File: src/hw/rtl/ked_pkg.sv
// Shared types, constants and helper tables for the knob event decoder.
package ked_pkg;

	localparam int DETENT_STEP_DEF = 4;
	localparam int COUNT_BITS_DEF  = 8;
	localparam int POS_W           = 8;
	localparam int PUSH_W          = 7;
	localparam int CODE_W          = 3;
	localparam int THR_W           = 8;
	localparam int POS_SPAN        = 1 << POS_W;

	localparam logic [THR_W-1:0] THR_RESET = 8'd128;

	typedef enum logic [CODE_W-1:0] {
		EV_NONE       = 3'd0,
		EV_GREEN_UP   = 3'd1,
		EV_RED_UP     = 3'd2,
		EV_GREEN_DOWN = 3'd3,
		EV_RED_DOWN   = 3'd4,
		EV_PAIR_PRESS = 3'd5,
		EV_BLUE_PRESS = 3'd6
	} event_code_t;

	typedef enum logic {
		MODE_INIT   = 1'b0,
		MODE_SAMPLE = 1'b1
	} mode_t;

	// One bit per possible 8-bit position: set where the position sits on a detent.
	function automatic logic [POS_SPAN-1:0] detent_table(input int step);
		logic [POS_SPAN-1:0] t;
		t = '0;
		for (int k = 0; k < POS_SPAN; k += step) begin
			t[k] = 1'b1;
		end
		return t;
	endfunction

endpackage

File: src/hw/rtl/knob_event_decoder.sv
// Knob event decoder: turns knob position and push samples into event codes.
// An accepted item passes the input register, then the result register, before its event code shows.
// Throughput: one item per cycle while out_ready is high; the only loop is the previous-position
// and held-flag update, which closes within the single decode stage between the two registers.
// Reset (arst_n low, asynchronous): both stages empty, stored positions zero, held flags clear,
// wrap threshold back to 128.
module knob_event_decoder
	import ked_pkg::*;
#(
	parameter int DETENT_STEP = DETENT_STEP_DEF,
	parameter int COUNT_BITS  = COUNT_BITS_DEF
) (
	input  logic              clk,
	input  logic              arst_n,
	// Configuration: the wrap threshold register.
	input  logic              cfg_wr_en,
	input  logic [THR_W-1:0]  cfg_wr_data,
	// Input items.
	input  logic              in_valid,
	output logic              in_ready,
	input  logic              mode,
	input  logic [POS_W-1:0]  red_position,
	input  logic [POS_W-1:0]  green_position,
	input  logic              blue_pushed,
	input  logic [PUSH_W-1:0] other_push_bits,
	// Result items.
	output logic              out_valid,
	input  logic              out_ready,
	output logic [CODE_W-1:0] event_code
);

	// The comparison width covers both the stored count and the 8-bit threshold.
	localparam int DIFF_W = (COUNT_BITS > THR_W) ? COUNT_BITS : THR_W;

	// Positions are masked to the count width before anything else looks at them.
	localparam logic [POS_W-1:0] POS_MASK =
		(COUNT_BITS >= POS_W) ? {POS_W{1'b1}} : POS_W'((1 << COUNT_BITS) - 1);

	localparam logic [POS_SPAN-1:0] DETENT_HIT = detent_table(DETENT_STEP);

	typedef struct packed {
		logic hit;
		logic up;
	} knob_res_t;

	// Input stage.
	logic              valid_s1;
	logic              mode_s1;
	logic [POS_W-1:0]  red_s1;
	logic [POS_W-1:0]  green_s1;
	logic              blue_s1;
	logic              pair_s1;

	// Decoder state.
	logic [THR_W-1:0]      wrap_threshold_q;
	logic [COUNT_BITS-1:0] last_red_q;
	logic [COUNT_BITS-1:0] last_green_q;
	logic                  blue_held_q;
	logic                  pair_held_q;

	// Result stage.
	logic              valid_s2;
	logic [CODE_W-1:0] code_s2;

	// Decode outputs.
	logic                  advance;
	knob_res_t             red_res;
	knob_res_t             green_res;
	event_code_t           code_d;
	logic [COUNT_BITS-1:0] last_red_d;
	logic [COUNT_BITS-1:0] last_green_d;
	logic                  blue_held_d;
	logic                  pair_held_d;

	// A knob counts when it moved onto a detent. A difference below the threshold is taken
	// at face value; anything else is read as a wrap and the direction flips.
	function automatic knob_res_t knob_check(
		input logic [POS_W-1:0]      now8,
		input logic [COUNT_BITS-1:0] prev,
		input logic [THR_W-1:0]      thr
	);
		logic [COUNT_BITS+POS_W-1:0] ext;
		logic [COUNT_BITS-1:0]       now;
		logic [DIFF_W-1:0]           now_w;
		logic [DIFF_W-1:0]           prev_w;
		logic [DIFF_W-1:0]           diff;
		logic                        rising;
		logic                        small_step;
		knob_res_t                   r;
		ext        = {{COUNT_BITS{1'b0}}, now8};
		now        = ext[COUNT_BITS-1:0];
		now_w      = DIFF_W'(now);
		prev_w     = DIFF_W'(prev);
		rising     = now_w > prev_w;
		diff       = rising ? (now_w - prev_w) : (prev_w - now_w);
		small_step = diff < DIFF_W'(thr);
		r.hit      = (now != prev) && DETENT_HIT[now8];
		r.up       = rising ? small_step : !small_step;
		return r;
	endfunction

	// The input stage moves on whenever the result register is free or being emptied.
	assign advance  = !valid_s2 || out_ready;
	assign in_ready = !valid_s1 || advance;

	always_comb begin
		logic [COUNT_BITS+POS_W-1:0] red_ext;
		logic [COUNT_BITS+POS_W-1:0] green_ext;
		red_ext      = {{COUNT_BITS{1'b0}}, red_s1};
		green_ext    = {{COUNT_BITS{1'b0}}, green_s1};
		red_res      = knob_check(red_s1, last_red_q, wrap_threshold_q);
		green_res    = knob_check(green_s1, last_green_q, wrap_threshold_q);
		code_d       = EV_NONE;
		last_red_d   = last_red_q;
		last_green_d = last_green_q;
		blue_held_d  = blue_held_q;
		pair_held_d  = pair_held_q;
		priority if (mode_s1 == MODE_INIT) begin
			// Init item: take the sampled positions as reference and forget held pushes.
			last_red_d   = red_ext[COUNT_BITS-1:0];
			last_green_d = green_ext[COUNT_BITS-1:0];
			blue_held_d  = 1'b0;
			pair_held_d  = 1'b0;
		end else if (red_res.hit) begin
			code_d     = red_res.up ? EV_RED_UP : EV_RED_DOWN;
			last_red_d = red_ext[COUNT_BITS-1:0];
		end else if (green_res.hit) begin
			code_d       = green_res.up ? EV_GREEN_UP : EV_GREEN_DOWN;
			last_green_d = green_ext[COUNT_BITS-1:0];
		end else if (blue_s1 && !blue_held_q) begin
			// New blue press wins; the red/green push is left for a later sample.
			code_d      = EV_BLUE_PRESS;
			blue_held_d = 1'b1;
		end else begin
			// Blue is either held (no event) or released; the red/green push is checked next.
			blue_held_d = blue_s1;
			if (pair_s1 && !pair_held_q) begin
				code_d = EV_PAIR_PRESS;
			end
			pair_held_d = pair_s1;
		end
	end

	// Input stage registers.
	always_ff @(posedge clk or negedge arst_n) begin
		if (!arst_n) begin
			valid_s1 <= 1'b0;
		end else if (in_ready) begin
			valid_s1 <= in_valid;
		end
	end

	always_ff @(posedge clk) begin
		if (in_valid && in_ready) begin
			mode_s1  <= mode;
			red_s1   <= red_position & POS_MASK;
			green_s1 <= green_position & POS_MASK;
			blue_s1  <= blue_pushed;
			pair_s1  <= |other_push_bits;
		end
	end

	// Decoder state: the threshold follows cfg writes; the rest updates as each item leaves the input stage.
	always_ff @(posedge clk or negedge arst_n) begin
		if (!arst_n) begin
			wrap_threshold_q <= THR_RESET;
			last_red_q       <= '0;
			last_green_q     <= '0;
			blue_held_q      <= 1'b0;
			pair_held_q      <= 1'b0;
		end else begin
			if (cfg_wr_en) begin
				wrap_threshold_q <= cfg_wr_data;
			end
			if (valid_s1 && advance) begin
				last_red_q   <= last_red_d;
				last_green_q <= last_green_d;
				blue_held_q  <= blue_held_d;
				pair_held_q  <= pair_held_d;
			end
		end
	end

	// Result register.
	always_ff @(posedge clk or negedge arst_n) begin
		if (!arst_n) begin
			valid_s2 <= 1'b0;
		end else if (advance) begin
			valid_s2 <= valid_s1;
		end
	end

	always_ff @(posedge clk) begin
		if (valid_s1 && advance) begin
			code_s2 <= code_d;
		end
	end

	assign out_valid  = valid_s2;
	assign event_code = code_s2;

endmodule

File: config.mk
export PLATFORM = sky130hd
export DESIGN_NAME = knob_event_decoder
export DESIGN_NICKNAME = d
export VERILOG_FILES = /design/src/hw/rtl/ked_pkg.sv /design/src/hw/rtl/knob_event_decoder.sv
export SDC_FILE = /design/constraint.sdc
export NUM_CORES = 1
export LEC_CHECK = 0
export ABC_AREA = 1
export BUFFER_PORTS_ARGS = -buffer_cell sky130_fd_sc_hd__buf_2
export CAP_MARGIN = 20
export CORE_AREA = 2 2 86 88
export CTS_BUF_LIST = sky130_fd_sc_hd__clkbuf_8
export DETAILED_ROUTE_END_ITERATION = 8
export DIE_AREA = 0 0 88 90
export HOLD_SLACK_MARGIN = 0.06
export PLACE_DENSITY = 0.75
export SYNTH_ARGS = -nofsm -noshare
export SYNTH_HDL_FRONTEND = slang
export SYNTH_SLANG_ARGS = --single-unit
File: constraint.sdc
create_clock -name clk -period 5.2 [get_ports clk]
set_clock_uncertainty 0.2 [all_clocks]
set_input_delay 1.04 -clock clk [delete_from_list [all_inputs] [get_ports clk]]
set_output_delay 1.04 -clock clk [all_outputs]
set_load 0.01 [all_outputs]
* Word level (Yosys, flattened, before mapping)
Memory sizes are Yosys's and may differ from the RTL's. A register that Yosys moved wholly into a read port is not among the register bits.
Index checks and enable logic that the tools add are counted.
** Operators by class
- Equality and inequality tests :: 7
- $add $sub $neg :: 4
- Multiplexer cells :: 27
- Order comparisons :: 6
- Reduce and logical (&&, ||, !) cells :: 19
** Operators by type and width (count)
- 2-to-1 mux 8 bit :: 9
- subtractor 8 bit :: 4
- < comparator 8 x 9 -> 1 bit (second input constant) :: 2
- greater-than comparator 8 bit :: 2
- < comparator 8 bit :: 2
- inequality test 8 bit :: 2
- 2-to-1 mux 3 bit :: 5
- 2-to-1 mux 1 bit :: 12
- OR reduction 7 bit :: 1
- logical AND 1 bit :: 6
- logical NOT 1 bit :: 6
- inequality test 2 bit (second input constant) :: 3
- AND reduction 3 bit :: 2
- inequality test 2 x 1 -> 1 bit (second input constant) :: 2
- AND reduction 4 bit :: 1
- logical OR 1 bit :: 2
- 2-to-1 mux 2 bit :: 1
- AND reduction 2 bit :: 1
** Storage, ports and cells
- Bits in read-only memories :: 512
- Memories kept :: 2
- Bits in registers :: 50
- Logic and storage cells :: 78
** Memory list
- (no name shown) :: depth 256, width 1, rd ports 1, clocked after memory_dff 1, write ports 0, RTL line knob_event_decoder.sv:97 : r.hit = (now != prev) && DETENT_HIT[now8];
- (no name shown) :: depth 256, width 1, rd ports 1, clocked after memory_dff 1, write ports 0, RTL line knob_event_decoder.sv:97

* Longest topological paths before layout
Gate-level depths: netlist (run 1).
- Depth after elaboration :: 8
- Depth in mapped cells :: 24

* Least setup slack after synthesis (run 1)
OpenSTA, ideal clock, no wires.
- Path kind :: reg-to-reg
- Start :: register green_s1[0]
- End :: register code_s2[1] (netlist: event_code[1]) (data pin)
- Data required time :: 4.744 ns
- Slack :: 2.090 ns
- Path buffers :: 0
- Arrival time :: 2.654 ns
- Cell stages (with the launch flop) :: 24
- Period minus slack after synthesis :: 3.110 ns
- Cell sequence :: edfxtp_1 inv_1 ha_1 inv_1 fa_1 nand3_1 nand2_1 nand2_1 nand2_1 nand2_1 nand2_1 nand2_1 xnor2_1 inv_1 ha_1 nand2_1 inv_1 nor2_1 o21a_1 nand2_1 nand2_1 nand3_1 nand2_1 a21oi_1
** On the way
- Word-level cells in the longest chain between the ends :: 8
- Elaborated cells on any way between the ends :: 12
- Those cells by class :: add/sub: 2; order compare: 2; eq/ne: 1; mux: 5; reduce/logical: 2
** Ends and longest elaborated chain
- start, declared :: RTL line knob_event_decoder.sv:50 : logic [POS_W-1:0] green_s1;
- start signal, assigned :: RTL line knob_event_decoder.sv:157 : green_s1 <= green_position & POS_MASK;
- subtractor 8 bit or greater-than comparator 8 bit (tied branches) :: RTL line knob_event_decoder.sv:95, knob_event_decoder.sv:94
- 2-to-1 mux 8 bit :: RTL line knob_event_decoder.sv:95 : diff = rising ? (now_w - prev_w) : (prev_w - now_w);
- < comparator 8 bit :: RTL line knob_event_decoder.sv:96 : small_step = diff < DIFF_W'(thr);
- logical NOT 1 bit :: RTL line knob_event_decoder.sv:98 : r.up = rising ? small_step : !small_step;
- 2-to-1 mux 1 bit :: RTL line knob_event_decoder.sv:98
- 2-to-1 mux 2 bit :: RTL line knob_event_decoder.sv:128 : code_d = green_res.up ? EV_GREEN_UP : EV_GREEN_DOWN;
- 2-to-1 mux 3 bit * :: RTL line knob_event_decoder.sv:127 : end else if (green_res.hit) begin
- 2-to-1 mux 3 bit * :: RTL line knob_event_decoder.sv:124 : end else if (red_res.hit) begin
- end signal, assigned :: RTL line knob_event_decoder.sv:195 : code_s2 <= code_d;
- end, declared :: RTL line knob_event_decoder.sv:63 : logic [CODE_W-1:0] code_s2;
Every way passes the cells marked *; elsewhere a longest branch is shown, timed or not.
A chain may end at the register's enable or synchronous reset.

* Final worst setup path (run 1)
- Start :: register red_s1[0]
- End :: register code_s2[2] (netlist: event_code[2]) (data pin)
** On the way
- Word-level cells in the longest chain between the ends :: 7
- Elaborated cells on any way between the ends :: 11
- Those cells by class :: add/sub: 2; order compare: 2; eq/ne: 1; mux: 4; reduce/logical: 2
** Ends and longest elaborated chain
- start, declared :: RTL line knob_event_decoder.sv:49 : logic [POS_W-1:0] red_s1;
- start signal, assigned :: RTL line knob_event_decoder.sv:156 : red_s1 <= red_position & POS_MASK;
- subtractor 8 bit or greater-than comparator 8 bit (tied branches) :: RTL line knob_event_decoder.sv:95, knob_event_decoder.sv:94
- 2-to-1 mux 8 bit :: RTL line knob_event_decoder.sv:95
- < comparator 8 bit :: RTL line knob_event_decoder.sv:96
- logical NOT 1 bit :: RTL line knob_event_decoder.sv:98
- 2-to-1 mux 1 bit :: RTL line knob_event_decoder.sv:98
- 2-to-1 mux 3 bit :: RTL line knob_event_decoder.sv:125 : code_d = red_res.up ? EV_RED_UP : EV_RED_DOWN;
- 2-to-1 mux 3 bit * :: RTL line knob_event_decoder.sv:124
Marked as above.

==> results of run 1 <==
[worst min-delay path, delay by kind of cell (launching register included)]
family / cells / cell delay (ns)
DFF: 1 / 0.36
buffers and inverters: 1 / 0.05
and+or+nand+nor: 1 / 0.06
[sequential cells by signal (all words and copies together) (netlist names), named ones only]
register,cells
blue_s1,1
valid_s1,1
last_red_q,8
green_s1,8
pair_held_q,1
red_s1,8
last_green_q,8
mode_s1,1
blue_held_q,1
wrap_threshold_q,8
out_valid,1
event_code,3
pair_s1,1
[metrics by stage]
step	power [mW]	instance area, sq um
2_1_floorplan	1.42	3780
3_3_place_gp	1.60	4060
3_5_place_dp	1.62	4060
4_1_cts	1.91	4180
5_1_grt	2.12	4180
6_report	1.90	4180
[logic make-up (layout without fill, tap and decap cells)]
kind of cell	Yosys count	after routing	share of synthesized area (%)
simple gates	175	175	19.3
buf+inv	94	138	10.1
compound gates	83	83	12.8
flops	52	52	37.1
fa+ha+maj	48	48	16.7
xor+xnor	16	16	3.71
mux	1	1	0.298
[routing by layer]
layer	part of all wire (%)	wire (um)
met1	51	3620
met2	44	3130
met3	5.0	362
met4	0.73	52
met5	0	0
[Yosys cell counts, drive strengths merged]
master / n / share of area, %
dfstp: 1 / 0.70
inv: 87 / 8.6
mux2: 1 / 0.30
clkbuf: 1 / 0.099
nor2: 19 / 2.2
a21o: 2 / 0.40
edfxtp: 22 / 17
o211ai: 6 / 1.2
buf: 5 / 1.2
clkinv: 1 / 0.13
xnor2: 5 / 1.2
nor4: 1 / 0.17
nand2: 136 / 14
fa: 4 / 2.1
nand3: 14 / 1.9
a21oi: 35 / 4.9
dfrtp: 27 / 18
xor2: 11 / 2.5
o21a: 2 / 0.40
o31ai: 2 / 0.40
nand4: 3 / 0.66
dfxtp: 2 / 1.1
ha: 44 / 15
nor3: 2 / 0.26
o21ai: 36 / 5.5
[area by class of cell]
| cell class | instances | area [sq um] |
|---|---|---|
| flip-flops and latches | 52 | 1400 |
| clock inverters | 3 | 42.5 |
| clock buffers | 5 | 68.8 |
| multi-input cells | 323 | 2000 |
| inverters | 88 | 332 |
| repair buffers | 42 | 210 |
| well taps | 99 | 124 |
| fillers | 614 | 2850 |
[power breakdown]
group / switching, mW / total (mW) / internal, mW
Sequential: 0.0448 / 0.545 / 0.500
Combinational: 0.645 / 1.07 / 0.428
Clock: 0.140 / 0.283 / 0.143
[path summary, 6_finish.rpt]
check | from | to | cells past startpoint
max reg2reg | red_s1[0] | event_code[2] | 23
min reg2reg | valid_s1 | out_valid | 2
max in group asynchronous | arst_n | last_green_q[2] | 1
max | red_s1[0] | event_code[2] | 23
min | valid_s1 | out_valid | 2
min in group asynchronous | arst_n | wrap_threshold_q[1] | 1
==> impl_summary.md, run 1 <==
STA
For the pin with the worst max-slew slack, the measured transition is 0.713 ns. Setup repair after global routing left no endpoint under its margin. The total negative slack for setup checks is 0 ns. Across all hold checks on the routed design, the worst slack comes to 0.294 ns. The final critical delay including setup and external delays is 3.60 ns. After layout, the worst path uses a little under 70% of the clock period. For this run, the top clock speed supported by timing is 277 MHz.

The max-slew violation count is 0. The number of hold violations in the final report came to 0. Setup violations remaining at the end of the flow were counted as 0. The worst slew slack as a fraction of its limit is between 50% and 60%. The worst path meets setup with 1.60 ns of slack.

Clocking
The clock tree buffer depth is 2. Post-CTS timing repair inserted 0 buffers for setup. Counting every sink on the clock net gives 52.

The number of clock buffers added by TritonCTS is 5. The total number of H-tree levels is 2. Clock-pin slew was measured on the worst setup and hold paths at approximately 0.09 ns.

Post-CTS repair changed the size of 0 cells. The cell at the root of the clock tree is sky130_fd_sc_hd__clkbuf_8. For the worst-skew pair, the clock arrives at the later sink with an insertion delay of around 0.30 ns. Hold repair after CTS inserted 0 buffers. The TritonCTS clock tree is yes.

Floorplanning
The floorplan step defined a die boundary enclosing 7920 sq um. 43 I/O pins were placed. The width of the die is 88 um. The floorplan has 31 rows. For this configuration, the core starts out at a cell density of 53.8%. The area of the core region is 7020 sq um.

Measured along the y axis, the die boundary spans 90 um.

Routing
The via count is 2939. In the routed layout, each cell is associated on average with a via count of 4.80. The post-detailed-route wirelength per cell is roughly 12 um. The residual DRC count is 0.

The final wirelength is around 7200 um. The total iterations of the first detailed-routing run is 5. The detailed router's first-iteration violation count is 193. The remaining number of nets flagged by the antenna check after routing is 0.

Outcome
The run finished with clean final reports.

Layout
The post-route netlist has between 10% and 20% of its cells at a drive strength greater than 1. The number of inserted diodes is 0. From synthesis to final layout, the design area changed by 10.5%. The utilization after layout is 59.5%. The most common library cell in the layout ignoring fill and taps is sky130_fd_sc_hd__nand2_1. The count of non-filler cells in the finished layout is 612. For this run, the post-layout net count is 598.

In the layout the commonest cells are 127 x sky130_fd_sc_hd__nand2_1, 85 x sky130_fd_sc_hd__inv_1, 44 x sky130_fd_sc_hd__ha_1.

Flow run
The tool flagged a number of max-cap violations equal to 0.

Power and ir drop
For this design the static power due to leakage is 2.21 nW. The power density relative to cell area is approximately 460 nW/um^2. IR analysis of the VDD net gives a maximum drop of 0.000209 V.

Synth
During synthesis, Yosys emitted a total of 0 warnings. The synthesized netlist occupies a cell area of 3780 sq um. The netlist uses 36 different library cells.

The per-instance average area after synthesis is ~8 sq um. Counting flops and latches in the post-synthesis netlist gives 52. The number of standard cells after synthesis is 469. Counting every net in the synthesized netlist gives between 500 and 600. The sequential share of the synthesized area is 37.1%.

Setup path
The top cell family by delay on the critical path is simple AND/OR/NAND/NOR gates. The kind of capture point of the worst setup path is a register. The cell at the slowest stage of the critical path is sky130_fd_sc_hd__edfxtp_1. The number of buffers and inverters on the critical path is 7. Along the worst path, the maximum fanout reaches 10. At the worst endpoint, the arrival time is 3.46 ns. STA classifies the critical path startpoint as a register. The critical path is of the reg2reg type. For flop-to-flop paths, the worst setup slack is 1.60 ns. The largest single stage delay on the critical path is approximately 0.41 ns. Walking the worst path, the cells encountered are inv_1 -> ha_1 -> inv_1 -> fa_1 -> inv_1 -> o21ai_1 -> nand2_1 -> nand2_1 -> nand2_2 -> inv_2 -> nand2_1 -> nand2_1 -> xor2_1 -> inv_1 -> ha_1 -> nand2_1 -> inv_1 -> nor3_1 -> nand2_1 -> nand2_1 -> nand3_1 -> o21ai_0 -> inv_1. The most numerous cell type found on the critical path is sky130_fd_sc_hd__nand2_1. The required time of the critical path is a little over 5 ns.

Global routing
The global-route wire length before repair is 12600 um. Global routing consumed, on the met2 layer, approximately 30% of the routing resources. met2 is the most crowded layer.

The met3 track utilization from global routing is 2.85%. The pin count of the biggest net entering global routing is 29. Global routing finished with a remaining overflow of 0. The initial antenna violation count was 0. For met1 alone, demand over resource in global routing was 29.4%. The total routing usage reported by global routing is 19.5%. The via count of the first global-routing pass was around 2900.

Placement
The number of cells after detailed placement is slightly above 600. Detailed placement ended at an HPWL of 5720 um. Before CTS, the worst setup slack after placement is 1.61 ns. The count of buffers inserted at the top-level ports is 42. The placer congestion estimate is 0.938.

Min path
The worst hold path belongs to the class reg2reg.
Power figures use the tool's default switching activity.
==> run 2, diff against run 1 <==
==> constraint.sdc (replaced) <==
create_clock -name clk -period 3.4 [get_ports clk]
set_clock_uncertainty 0.2 [all_clocks]
set_input_delay 0.68 -clock clk [delete_from_list [all_inputs] [get_ports clk]]
set_output_delay 0.68 -clock clk [all_outputs]
set_load 0.01 [all_outputs]
==> impl_summary.md, run 2 (synthesized netlist as in run 1, its figures left out) <==
Clocking
The insertion delay of the later-clocked pin in the worst-skew pair is 0.32 ns (+0.02 ns). The clock transition time at the flip-flop clock pins of the worst setup and hold paths was 0.12 ns (+0.03 ns). TritonCTS built the clock tree. The total number of H-tree levels is 2 (unchanged). The CTS sink count is 52 (unchanged).

The tree is rooted in a sky130_fd_sc_hd__clkbuf_8. The clock buffer count from CTS is 5 (unchanged). The clock tree buffer depth is 2 (unchanged).

Power and ir drop
The peak ir drop on the vdd network is 0.000356 V (+70%). The portion of total power attributed to combinational logic was 61.7% (+5.3 points). The switching power is 1.53 mW (+84%). The sequential share of power is 24.6% (-4.1 points). The leakage power was 2.31 nW (+4.4%). The switching share of total power is 44.7% (+1.1 points).

The relative contribution of the clock network to total power was 13.8% (-1.1 points). The internal portion of total power is 1.89 mW (+77%). The power density relative to cell area is 756 nW/um^2 (+66%).

Placement
The placer congestion estimate was 0.919 (-2.0%). The setup slack after placement is -0.103 ns (-1.71 ns). The post-place instance area came to 4110 sq um (+1.1%). The number of cells after detailed placement is 610 (+0.99%).

The HPWL after detailed placement is 6040 um (+5.5%). The count of buffers inserted at the top-level ports is 42 (unchanged).

STA
The worst hold slack is 0.188 ns (-0.105 ns). The final number of setup-violating endpoints is 0 (unchanged). The highest achievable clock rate was 304 MHz (+9.5%). The final critical delay including setup and external delays was 3.29 ns (-0.312 ns). Setup repair after global routing could not meet its margin everywhere. The max-slew violation count is 0 (unchanged). The number of hold violations in the final report is 0 (unchanged). The worst slew slack as a fraction of its limit is 51.9% (-0.56 points). The slew at the pin closest to its max-slew limit came to 0.721 ns (+0.00842 ns).

The post-route clock period utilization is 96.8% (+28 points). The total negative slack for setup checks came to 0 ns (unchanged). The slack of the critical path is 0.107 ns (-1.49 ns).

Global routing
The pin count of the biggest net entering global routing was 29 (unchanged). The total routing usage reported by global routing is 20.8% (+1.3 points). The initial antenna violation count is 0 (unchanged).

The via count of the first global-routing pass is 3015 (+4.7%). The global-route wire length before repair came to 13200 um (+5.0%). The overall overflow remaining after global route is 0 (unchanged).

Routing
The remaining number of nets flagged by the antenna check after routing came to 0 (unchanged). The ratio of routed vias to standard cells is 5.08 (+5.8%). The residual DRC count is 0 (unchanged). The post-detailed-route wirelength per cell is 13.2 um (+13%). The via count is 3197 (+8.8%). The final wirelength is 8300 um (+16%). The total iterations of the first detailed-routing run is 5 (unchanged). The detailed router's first-iteration violation count came to 156 (-19%).

Layout
The growth of design area from synthesis to finish is 19.7%. The combined area of the multi-input logic cells is 2200 sq um (+10%). The most common library cell in the layout ignoring fill and taps is sky130_fd_sc_hd__nand2_1. The number of inserted diodes came to 0 (unchanged). The count of non-filler cells in the finished layout is 629 (+2.8%).

In the layout the commonest cells are 116 x sky130_fd_sc_hd__nand2_1, 79 x sky130_fd_sc_hd__inv_1, 42 x sky130_fd_sc_hd__buf_2. The number of filler instances in the final layout was 584 (-4.9%). The storage element area is 1400 sq um (unchanged).

The fraction of final layout cells sized beyond drive strength 1 was 26.2% (+12 points). The number of nets at the end of the flow is 615 (+2.8%). The post-layout instance area was 4520 sq um (+8.4%).

Floorplanning
The floorplan die height came to 90 um (unchanged). The initial cell density of the core is 53.8% (unchanged). The die outline area came to 7920 sq um (unchanged).

The number of placement rows came to 31 (unchanged). The area of the core region came to 7020 sq um (unchanged). The total I/O pin count came to 43 (unchanged). The width of the die is 88 um (unchanged).

Min path
The path class of the lowest-slack min-delay path is in2async.

Setup path
The maximum net fanout on the critical path came to 8 (-2). The most prevalent standard cell on the critical path is sky130_fd_sc_hd__nand2_1. The slowest stage of the critical path is the sky130_fd_sc_hd__edfxtp_1 cell. The delay of the slowest critical-path stage was 0.41 ns (about the same). The startpoint kind of the worst setup timing path is a register.

STA classifies the critical path endpoint as a register. Walking the worst path, the cells encountered are inv_2 -> ha_4 -> inv_4 -> fa_2 -> inv_2 -> o21ai_2 -> nand2_1 -> nand2_2 -> nand2_4 -> buf_6 -> nand2_1 -> nand2_1 -> xor2_1 -> inv_1 -> ha_4 -> a21oi_1 -> nand2_1 -> nand2_1 -> nand2_1 -> nand2_1 -> nand3_2 -> o21ai_1 -> inv_1. In this design, the largest share of critical-path delay is due to adder cells.

The worst endpoint data arrival time was 3.18 ns (-0.28 ns). The required time of the critical path is 3.29 ns (-1.77 ns). The buffer and inverter count on the worst path came to 6 (-1). The classification of the worst setup path is reg2reg.

Flow run
The number of maximum-capacitance violations was 0 (unchanged).

Outcome
The run finished with clean final reports.
[run 2: cell count changes in the layout (fill, tap and decap cells not counted), moves of 7 or more]
cell                      previous run  this run
sky130_fd_sc_hd__a21oi_1            34        27
sky130_fd_sc_hd__a21oi_2             0         7
sky130_fd_sc_hd__buf_4               0        15
sky130_fd_sc_hd__ha_1               44        33
sky130_fd_sc_hd__nand2_1           127       116
sky130_fd_sc_hd__nand2_2             8        18
[run 2: area by class of cell]
cell class | instances | area share (%)
Multi-Input combinational cell | 323 | 48.6
Sequential cell | 52 | 31.0
Timing Repair Buffer | 59 | 7.63
Inverter | 88 | 7.44
Tap cell | 99 | 2.74
Clock buffer | 5 | 1.52
Clock inverter | 3 | 1.11
[run 2: path summary, 6_finish.rpt]
check,startpoint,endpoint,slack [ns],cells after the start
worst min register to register,valid_s1,out_valid,0.30,2
max in group asynchronous,arst_n,last_green_q[5],2.35,1
worst min-delay path,arst_n,wrap_threshold_q[0],0.19,1
min in group clk,valid_s1,out_valid,0.30,2
worst max register to register,red_s1[0],event_code[2],0.11,23
worst max-delay path,red_s1[0],event_code[2],0.11,23
[run 2: per-stage QoR]
| step | utilization [%] | power [mW] |
|---|---|---|
| 2_1_floorplan | - | 2.17 |
| 6_report | 64.4 | 3.42 |
| 3_5_place_dp | 58.5 | 2.54 |
| 4_1_cts | 60.5 | 3.03 |
| 5_1_grt | 64.4 | 3.74 |
| 3_3_place_gp | 58.5 | 2.48 |
[run 2: repair_timing]
| action | in CTS | in global routing |
|---|---|---|
| setup buffers | 1 | 10 |
| hold buffers | 0 | 0 |
| resized for setup | 2 | 58 |
| pin swaps | 0 | 30 |
| setup endpoints to repair | 2 | 2 |
[run 2: power by group through the flow]
stage / sequential, mW / clock, mW / combinational [mW]
after floorplan: 0.834 / 0 / 1.33
after global placement: 0.844 / 0 / 1.63
after detailed placement: 0.849 / 0 / 1.69
after CTS: 0.837 / 0.479 / 1.72
after global routing: 0.855 / 0.499 / 2.38
final: 0.840 / 0.471 / 2.11
[run 2: routing by layer]
layer	routed length, um	GRT usage, %	up-vias
met1	3790	28.6	1456
met4	156	5.38	0
li1	-	-	1616
met3	431	3.40	20
met5	0	0	-
met2	3920	34.0	105
[run 2: worst reg2reg max path, cell delays in order, from the launching register on]
cell and delay (ns):
sky130_fd_sc_hd__edfxtp_1 0.41, sky130_fd_sc_hd__inv_2 0.10, sky130_fd_sc_hd__ha_4 0.15, sky130_fd_sc_hd__inv_4 0.04
sky130_fd_sc_hd__fa_2 0.41, sky130_fd_sc_hd__inv_2 0.08, sky130_fd_sc_hd__o21ai_2 0.06, sky130_fd_sc_hd__nand2_1 0.08
sky130_fd_sc_hd__nand2_2 0.06, sky130_fd_sc_hd__nand2_4 0.13, sky130_fd_sc_hd__buf_6 0.12, sky130_fd_sc_hd__nand2_1 0.04
sky130_fd_sc_hd__nand2_1 0.10, sky130_fd_sc_hd__xor2_1 0.16, sky130_fd_sc_hd__inv_1 0.09, sky130_fd_sc_hd__ha_4 0.22
sky130_fd_sc_hd__a21oi_1 0.11, sky130_fd_sc_hd__nand2_1 0.06, sky130_fd_sc_hd__nand2_1 0.07, sky130_fd_sc_hd__nand2_1 0.06
sky130_fd_sc_hd__nand2_1 0.08, sky130_fd_sc_hd__nand3_2 0.09, sky130_fd_sc_hd__o21ai_1 0.09, sky130_fd_sc_hd__inv_1 0.05
==> run 3, diff against run 2 <==
--- a/config.mk
+++ b/config.mk
@@ -13,7 +13,7 @@
 export DETAILED_ROUTE_END_ITERATION = 8
 export DIE_AREA = 0 0 88 90
 export HOLD_SLACK_MARGIN = 0.06
-export PLACE_DENSITY = 0.75
+export PLACE_DENSITY_LB_ADDON = 0.2
 export SYNTH_ARGS = -nofsm -noshare
 export SYNTH_HDL_FRONTEND = slang
 export SYNTH_SLANG_ARGS = --single-unit
==> impl_summary.md, run 3 (synthesized netlist as in run 1, its figures left out) <==
STA
The max-slew violation count is 0 (unchanged). The number of hold violations in the final report is 0 (unchanged). The final critical delay including setup and external delays came to 3.23 ns (-0.0606 ns). The slack of the critical path is 0.168 ns (+0.0606 ns). The post-route clock period utilization was 95.1% (-1.8 points). The final number of setup-violating endpoints is 0 (unchanged). The highest achievable clock rate was 309 MHz (+1.9%). The worst hold slack is 0.189 ns (+0.00131 ns).

The worst slew slack as a fraction of its limit is 49.7% (-2.2 points). The slew at the pin closest to its max-slew limit is 0.754 ns (+0.0323 ns).

Placement
The count of buffers inserted at the top-level ports is 42 (unchanged). The post-place instance area came to 4140 sq um (+0.73%). The number of cells after detailed placement was 614 (+0.66%). The placer congestion estimate is 0.885 (-3.6%). The HPWL after detailed placement is 6310 um (+4.6%). The setup slack after placement is -0.111 ns (-0.00772 ns).

Clocking
The clock transition time at the flip-flop clock pins of the worst setup and hold paths is 0.11 ns (about the same). The clock buffer count from CTS came to 5 (unchanged). The clock tree buffer depth is 2 (unchanged).

The CTS sink count is 52 (unchanged). TritonCTS built the clock tree. The insertion delay of the later-clocked pin in the worst-skew pair is 0.31 ns (about the same).

The cell at the root of the clock tree is sky130_fd_sc_hd__clkbuf_8. The total number of H-tree levels is 2 (unchanged).

Layout
In the layout the commonest cells are 123 x sky130_fd_sc_hd__nand2_1, 82 x sky130_fd_sc_hd__inv_1, 42 x sky130_fd_sc_hd__buf_2. The fraction of final layout cells sized beyond drive strength 1 came to 22.6% (-3.7 points). The library cell used most frequently in the layout, excluding fill and tap cells, is sky130_fd_sc_hd__nand2_1. The number of filler instances in the final layout is 623 (+6.7%). The count of non-filler cells in the finished layout came to 631 (+0.32%). The post-layout instance area is 4400 sq um (-2.8%).

The number of nets at the end of the flow is 617 (+0.33%). The area growth from synthesis to layout is 16.4%. The number of inserted diodes was 0 (unchanged).

Floorplanning
The area of the core region is 7020 sq um (unchanged). The width of the die is 88 um (unchanged). The initial cell density of the core is 53.8% (unchanged). The die outline area is 7920 sq um (unchanged). The total I/O pin count is 43 (unchanged). The floorplan die height was 90 um (unchanged). The number of placement rows is 31 (unchanged).

Power and ir drop
The switching power is 1.41 mW (-7.7%). The peak ir drop on the vdd network came to 0.000291 V (-18%). The power density relative to cell area is 713 nW/um^2 (-5.6%).

The relative contribution of the clock network to total power is 11.6% (-2.2 points). The internal portion of total power is 1.72 mW (-8.8%). The switching share of total power is 45.0% (+0.31 points).

The sequential share of power was 26.7% (+2.1 points). The portion of total power attributed to combinational logic is 61.6% (about the same). The leakage power is 2.30 nW (-0.61%).

Setup path
The kind of capture point of the worst setup path is a register. Traced cell by cell, the critical path runs through inv_2 -> ha_4 -> inv_2 -> fa_2 -> inv_2 -> o21ai_2 -> nand2_1 -> nand2_2 -> nand2_4 -> inv_4 -> nand2_1 -> nand2_1 -> xor2_1 -> inv_1 -> ha_1 -> a21oi_2 -> nand2_1 -> nand2_1 -> nand2_1 -> nand2_1 -> nand3_2 -> o21ai_2 -> inv_1. The top cell family by delay on the critical path is adder cells. The most prevalent standard cell on the critical path is sky130_fd_sc_hd__nand2_1. The required time of the critical path is 3.28 ns (about the same). The buffer and inverter count on the worst path is 6 (unchanged). The largest individual stage delay along the critical path comes from the cell sky130_fd_sc_hd__edfxtp_1. The delay of the slowest critical-path stage came to 0.41 ns (about the same). The worst endpoint data arrival time was 3.12 ns (-0.06 ns). The maximum net fanout on the critical path is 7 (-1). The critical path is of the reg2reg type. The worst setup path is launched from a register.

Routing
The remaining number of nets flagged by the antenna check after routing is 0 (unchanged). The final wirelength is 8190 um (-1.3%). The via count is 3115 (-2.6%). The post-detailed-route wirelength per cell is 13.0 um (-1.6%). The residual DRC count is 0 (unchanged). The total iterations of the first detailed-routing run is 5 (unchanged). The ratio of routed vias to standard cells is 4.94 (-2.9%). The detailed router's first-iteration violation count was 182 (+17%).

Global routing
The overall overflow remaining after global route was 0 (unchanged). The met3 track utilization from global routing was 3.40% (unchanged). The global-route wire length before repair was 13700 um (+3.5%).

The initial antenna violation count was 0 (unchanged). The pin count of the biggest net entering global routing is 29 (unchanged). The via count of the first global-routing pass is 2999 (-0.53%). The met1 demand-to-capacity share in global routing came to 34.0% (+5.4 points).

The most used routing layer in global routing is met1. The total routing usage reported by global routing is 21.6% (+0.71 points). The met2 track utilization from global routing is 31.4% (-2.7 points).

Min path
The min-delay analysis places its worst path in the category in2async.

Flow run
The number of maximum-capacitance violations is 0 (unchanged).

Outcome
The flow ran to the end, and the final reports show no timing, DRC or antenna violations.
-- run 3: changes by cell type in the layout (fill, tap and decap cells not counted), sizes merged --
cell    previous run  this run
buf               59        61
bufinv             1         0
clkinv             1         2
-- run 3: final cells by class --
class                      instances  area [sq um]  share of cell area [%]
tap                               99           124                    2.82
multi-input combinational        323          2090                    47.6
inverter                          88           334                    7.60
timing repair buffer              61           357                    8.11
clock inverter                     3          17.5                   0.398
sequential                        52          1400                    31.9
clock buffer                       5          68.8                    1.56
-- run 3: power by group through the flow --
stage / logic (mW) / clock network, mW / registers [mW]
4_1_cts: 1.77 / 0.375 / 0.835
3_5_place_dp: 1.73 / 0 / 0.848
3_3_place_gp: 1.68 / 0 / 0.844
5_1_grt: 2.20 / 0.394 / 0.853
2_1_floorplan: 1.33 / 0 / 0.834
6_report: 1.93 / 0.365 / 0.838
-- run 3: path summary, 6_finish.rpt --
| check | cells past startpoint | slack, ns | end | startpoint |
|---|---|---|---|---|
| min in group clk | 2 | 0.30 | out_valid | valid_s1 |
| hold reg to reg | 2 | 0.30 | out_valid | valid_s1 |
| setup / recovery | 23 | 0.17 | event_code[2] | red_s1[0] |
| setup reg to reg | 23 | 0.17 | event_code[2] | red_s1[0] |
| max in group asynchronous | 1 | 2.33 | last_red_q[0] | arst_n |
| hold / removal | 1 | 0.19 | last_red_q[6] | arst_n |
-- run 3: worst reg2reg max path, cell delays in order (launching register included) --
cell	delay, ns
sky130_fd_sc_hd__edfxtp_1	0.41
sky130_fd_sc_hd__inv_2	0.09
sky130_fd_sc_hd__ha_4	0.13
sky130_fd_sc_hd__inv_2	0.04
sky130_fd_sc_hd__fa_2	0.39
sky130_fd_sc_hd__inv_2	0.08
sky130_fd_sc_hd__o21ai_2	0.06
sky130_fd_sc_hd__nand2_1	0.10
sky130_fd_sc_hd__nand2_2	0.07
sky130_fd_sc_hd__nand2_4	0.11
sky130_fd_sc_hd__inv_4	0.07
sky130_fd_sc_hd__nand2_1	0.06
sky130_fd_sc_hd__nand2_1	0.06
sky130_fd_sc_hd__xor2_1	0.13
sky130_fd_sc_hd__inv_1	0.06
sky130_fd_sc_hd__ha_1	0.32
sky130_fd_sc_hd__a21oi_2	0.15
sky130_fd_sc_hd__nand2_1	0.07
sky130_fd_sc_hd__nand2_1	0.08
sky130_fd_sc_hd__nand2_1	0.06
sky130_fd_sc_hd__nand2_1	0.07
sky130_fd_sc_hd__nand3_2	0.09
sky130_fd_sc_hd__o21ai_2	0.07
sky130_fd_sc_hd__inv_1	0.06
-- run 3: layer usage --
| layer | up-vias | wire length (um) |
|---|---|---|
| met5 | - | 0 |
| met4 | 0 | 10 |
| met3 | 2 | 410 |
| met2 | 90 | 3620 |
| met1 | 1408 | 4150 |
| li1 | 1615 | - |
-- run 3: per-stage QoR --
step | power, mW | util [%] | setup TNS (ns)
after detailed placement | 2.57 | 59.0 | -0.111
after CTS | 2.98 | 60.6 | 0
after global placement | 2.53 | 59.0 | -0.0940
final | 3.14 | 62.6 | 0
after floorplan | 2.17 | - | 0
after global routing | 3.45 | 62.6 | -0.0647
-- run 3: what timing repair did --
item,4_1_cts,5_1_grt
hold buffers,0,0
endpoints found under the setup margin,2,2
setup buffers,3,6
gates resized for setup,2,34
pin swaps,1,10
